`src/wpds_pkg.sv`:
```
// Shared types and constants for the water proximity dilation store.
// No dependencies; imported by the top level, wpds_clay_mem and wpds_window.
`default_nettype none

package wpds_pkg;

   localparam int TILE_W     = 8;
   localparam int KIND_W     = 2;
   localparam int CLAY_W     = 16;
   localparam int CSR_DATA_W = 9;
   localparam int CSR_IDX_W  = 1;
   // signed working width for window coordinates and map extents
   localparam int COORD_W    = 11;

   localparam logic [CLAY_W-1:0] CLAY_FULL = 16'd65000;

   typedef enum logic [KIND_W-1:0] {
      KIND_LOAD    = 2'd0,
      KIND_COMPUTE = 2'd1,
      KIND_DEPLETE = 2'd2,
      KIND_READ    = 2'd3
   } kind_type;

   typedef enum logic [CSR_IDX_W-1:0] {
      CSR_MAP_WIDTH  = 1'b0,
      CSR_MAP_HEIGHT = 1'b1
   } csr_index_type;

   typedef enum logic [2:0] {
      ST_CLEAR,
      ST_IDLE,
      ST_SCAN,
      ST_DRAIN,
      ST_WRITE
   } state_type;

   // control from the sequencer to the window accumulator
   typedef struct packed {
      logic clear;
      logic en;
      logic row_ok;
      logic is_center;
   } win_ctl_type;

endpackage

`default_nettype wire

```
`src/wpds_window.sv`:
```
// Window accumulator: ORs the in-map window bits of one mask row per step
// and captures the center tile's flag. Uses wpds_pkg types and widths.
`default_nettype none

module wpds_window #(
   parameter int GRID_SIDE   = 256,
   parameter int NEAR_RADIUS = 2
) (
   input  wire logic                         clock,
   input  wire wpds_pkg::win_ctl_type        ctl,
   input  wire logic [GRID_SIDE-1:0]         row_data,
   input  wire logic [wpds_pkg::TILE_W-1:0]  tile_x,
   input  wire logic [wpds_pkg::COORD_W-1:0] width_ext,
   output logic                              near,
   output logic                              center
);
   import wpds_pkg::*;

   localparam int ROW_W = $clog2(GRID_SIDE);
   localparam int WIN   = 2*NEAR_RADIUS + 1;

   logic [COORD_W-1:0] cx;
   logic [WIN-1:0]     hit;
   logic               acc_ff, acc_in;
   logic               center_ff, center_in;

   assign cx = COORD_W'(tile_x);

   always_comb begin
      logic [COORD_W-1:0] px;
      for (int d = 0; d < WIN; d++) begin
         px = cx + COORD_W'(d) - COORD_W'(NEAR_RADIUS);
         // sign bit set means left of column zero
         hit[d] = !px[COORD_W-1] && (px < width_ext) && row_data[px[ROW_W-1:0]];
      end
   end

   always_comb begin
      acc_in    = acc_ff;
      center_in = center_ff;
      if (ctl.clear) begin
         acc_in    = 1'b0;
         center_in = 1'b0;
      end else if (ctl.en && ctl.row_ok) begin
         acc_in = acc_ff | (|hit);
         if (ctl.is_center) begin
            center_in = row_data[cx[ROW_W-1:0]];
         end
      end
   end

   always_ff @(posedge clock) begin
      acc_ff    <= acc_in;
      center_ff <= center_in;
   end

   assign near   = acc_ff;
   assign center = center_ff;

endmodule

`default_nettype wire
```
`config.mk`:
```
export PLATFORM = sky130hd
export DESIGN_NAME = wpds_window
export DESIGN_NICKNAME = d
export VERILOG_FILES = /design/src/wpds_pkg.sv /design/src/wpds_window.sv
export SDC_FILE = /design/constraint.sdc
export NUM_CORES = 1
export LEC_CHECK = 0
export BUFFER_PORTS_ARGS = -buffer_cell sky130_fd_sc_hd__buf_2
export CAP_MARGIN = 20
export CORE_MARGIN = 1
export CORE_UTILIZATION = 50
export DETAILED_ROUTE_END_ITERATION = 10
export GPL_ROUTABILITY_DRIVEN = 0
export PLACE_DENSITY = 0.79
export SYNTH_ARGS = -nofsm -noshare
export SYNTH_HDL_FRONTEND = slang
export SYNTH_SLANG_ARGS = --single-unit
```
`constraint.sdc`:
```
create_clock -name clock -period 4.15 [get_ports clock]
set_input_delay 0.83 -clock clock [delete_from_list [all_inputs] [get_ports clock]]
set_output_delay 0.83 -clock clock [all_outputs]
set_load 0.01 [all_outputs]
```
==> results by group <==
Power and ir drop
  – Switching Share: 0.481
  – Clk pwr share: 0.069
  – Sequential power share: 0.011
  – Combinational power share: 0.920
  – Sw Pwr: 1.02 mW
  – Worst IR Drop VDD: 98.0 uV
  – Tot Pwr: 2.12 mW
  – Pleak: between 5 and 6 nW
  – Power Dens Cells: approximately 160 nW/um2
  – Internal power: approximately 1.1 mW

Synth
  – Yosys cell types: between 70 and 80
  – Post-Synth Adder-Cell Area: 0.0513
  – Largest family of logic cells by synthesized area: multiplexers
  – Syn nets: approximately 1300
  – Synth Cell Area: ~11000 um2
  – EDFF count, synth: 0
  – Multiplexer share of the synthesized area: 0.644
  – Simple-gate share of the synthesized area: 0.107
  – Number of synthesized register bits: 2
  – Syn_area_per_cell: around 11 um2
  – Post-synthesis compound-gate area fraction: 0.107
  – Asr flop ratio synth: 0
  – Post-Synth XOR/XNOR Area: 0.0181
  – Mapped Cells: approximately 1000
  – Ys flop type: dfxtp_1
  – Register area share after synthesis: 0.00365
  – Synth Warn #: 0

Global routing
  – Total GRT Usage: 0.385
  – Largest net degree at the start of global routing: between 50 and 60
  – Grt met3 use: 0.108
  – Global-route wire length before repair: 65800 um
  – Overflow after GRT: 0
  – Initial antenna violation count: 1
  – Met2 Track Usage GR: 0.588
  – Top Usage Layer GRT: met2
  – Vias in the first global route: 11600
  – Global-route met1 utilization: 0.506

Flow run
  – Max Cap Viol: 0

Timing
  – Tightest Pin Transition: between 0.8 and 0.9 ns
  – Fin crit period: between 3 and 4 ns
  – Final hold slack: between 0.4 and 0.5 ns
  – Fmax: roughly 0.26 GHz
  – Max_slew headroom: 0.391
  – Final hold violations: 0
  – Final setup fails: 0
  – TNS Setup: 0 ns
  – Tcrit/Tclk final: 0.942
  – Pins Over Slew Limit: 0
  – RSZ-0062 raised after global routing: no
  – Worst Skew: 0 ns

Critical path
  – CP Class: input port to flip-flop
  – Worst setup SP type: input port
  – CP max-delay cell: o32ai_1
  – CP max stage delay: around 0.66 ns
  – CP Data Required Time: 4.24 ns
  – Arrival time of the worst setup path: 4.00 ns
  – Crit end category: flip-flop
  – Top Family by Delay on Critical Path: compound AO/OA/AOI/OAI gates
  – CP max FO: 38
  – Bufs and invs on worst path: 3
  – CP cell instances: buf_8 -> buf_12 -> buf_4 -> mux4_2 -> nor2_1 -> a21oi_1 -> o32ai_1 -> nor4b_1 -> or4_1 -> a2111oi_2 -> a31oi_1

Detailed routing
  – Iteration-0 DRC Markers: ~1900
  – Drt pass-1 iters: 6
  – Vias: approximately 12000
  – DRC viols: 0
  – Final WL: between 40000 and 50000 um
  – DR WL/cell: ~29 um
  – Antenna Nets Post-Route: 0
  – Via/cell ratio: 8.01

Die
  – Die area: ~23000 um2
  – IO Count: between 200 and 300
  – Die Y: around 150 um
  – Die W: approximately 150 um
  – Initial Utilization: 0.516
  – Rows: 53
  – Core Region: roughly 21000 um2

Clock network
  – CTS clk-pin slew, worst paths: about 0.03 ns
  – Htree depth: 1
  – TritonCTS Buffers: 3
  – Clock insertion delay at the later pin of the skew report: approximately 0.22 ns
  – Resize count post-CTS: 0
  – Hold Buf Count CTS: 0
  – Root Driver: clkbuf_16
  – Clock sinks: 2
  – CTS tree: yes
  – Largest buffer count on any clock path: 2
  – Post-CTS setup repair buffer count: 0

Cells and area
  – Area occupied by multi-input gates: roughly 10000 um2
  – Layout fillers: around 1700
  – Share of cells above drive strength 1: 0.546
  – Sequential Area: between 40 and 50 um2
  – Diodes inserted: 0
  – Layout area overhead: 19.0%
  – Most frequent cells in the layout: 283 x mux4_2, 279 x buf_2, 95 x nand2_1
  – Nets@finish: around 1600
  – Most common cell after layout, fill and taps aside: mux4_2

Place
  – HPWL Detailed: 34600 um
  – I/O Buffers: between 200 and 300

Hold path
  – Hold WC Path Type: flip-flop to flip-flop

Run status
  – Outcome: completed
[worst reg2reg max path, delay by kind of cell (launching register included)]
family,cells,cell delay [ns]
AND/OR/NAND/NOR,1,0.31
AO/OA/AOI/OAI,2,0.19
flip-flops,1,0.40
[state kept, by name, summed over array words and instances (netlist names)]
| register | flops |
|---|---|
| center | 1 |
| near | 1 |
[per-stage QoR]
| stage | cells | util | setup slack [ns] | instance area, um2 |
|---|---|---|---|---|
| after CTS | 1514 | 0.614 | 0.412 | 13100 |
| after global placement | 1511 | 0.610 | 0.231 | 13000 |
| after floorplan | 971 | - | 0.00244 | 11000 |
| after global routing | 1514 | 0.614 | 0.135 | 13100 |
| final | 1514 | 0.614 | 0.241 | 13100 |
| after detailed placement | 1511 | 0.610 | 0.181 | 13000 |
[power groups by stage]
stage	combinational (mW)	clock [mW]	sequential, mW
final	1.95	0.147	0.0223
after global routing	2.03	0.150	0.0225
after CTS	1.88	0.149	0.0224
after detailed placement	1.87	0	0.0226
after global placement	1.83	0	0.0226
after floorplan	1.23	0	0.0227
[cell families (layout without fill, tap and decap cells)]
group | after synthesis | in the layout
xor gates and xnor gates | 21 | 21
DFF | 2 | 2
and+or+nand+nor | 245 | 245
buffers and inverters | 137 | 405
AOI/OAI and AO/OA | 171 | 171
muxes | 350 | 350
adders and majority gates | 45 | 45
[cells in the mapped netlist (all sizes together) (3+ instances only)]
| library cell | n | area (um2) |
|---|---|---|
| nand2b | 4 | 25.0 |
| nand4 | 14 | 87.6 |
| ha | 45 | 563 |
| mux2 | 6 | 67.6 |
| xor2 | 6 | 60.1 |
| a21oi | 37 | 185 |
| o22ai | 15 | 93.8 |
| mux4 | 284 | 6400 |
| a211oi | 7 | 52.6 |
| o31ai | 3 | 22.5 |
| nor4 | 16 | 100 |
| a22oi | 13 | 97.6 |
| clkinv | 5 | 18.8 |
| o21a | 4 | 30.0 |
| o2111ai | 3 | 26.3 |
| o21ai | 23 | 115 |
| o211ai | 6 | 45.0 |
| buf | 75 | 513 |
| xnor2 | 15 | 139 |
| a311oi | 4 | 35.0 |
| or3 | 3 | 18.8 |
| nor3 | 20 | 100 |
| nor2 | 29 | 109 |
| a21o | 6 | 45.0 |
| nand3 | 32 | 160 |
| nor4b | 4 | 35.0 |
| o311ai | 6 | 52.6 |
| a2111oi | 10 | 100 |
| nor2b | 7 | 43.8 |
| and3 | 5 | 31.3 |
| mux2i | 60 | 601 |
| nand2 | 95 | 357 |
| inv | 30 | 115 |
| or2 | 3 | 18.8 |
| clkbuf | 27 | 101 |
| a31oi | 11 | 68.8 |
| and2 | 6 | 37.5 |
[layout make-up]
type | instances | share of cell area
Tap cell | 275 | 0.0263
Multi-Input combinational cell | 832 | 0.783
Clock buffer | 3 | 0.00574
Timing Repair Buffer | 367 | 0.172
Inverter | 35 | 0.0102
Sequential cell | 2 | 0.00306
[worst paths after layout]
kind	start	endpoint	slack [ns]	depth (start not counted)
min reg2reg	center$_SDFFE_PP0P_	center$_SDFFE_PP0P_	0.50	2
max	tile_x[0]	near$_SDFFE_PP0P_	0.24	11
min	center$_SDFFE_PP0P_	center$_SDFFE_PP0P_	0.50	2
max reg2reg	near$_SDFFE_PP0P_	near$_SDFFE_PP0P_	3.17	3
[layer usage]
layer / wire, um / part of all wire
met5: 0 / 0
met2: 19300 / 0.45
met1: 14100 / 0.33
met4: 2760 / 0.064
met3: 7180 / 0.17
Note: power is estimated with default switching activity, not from simulation.
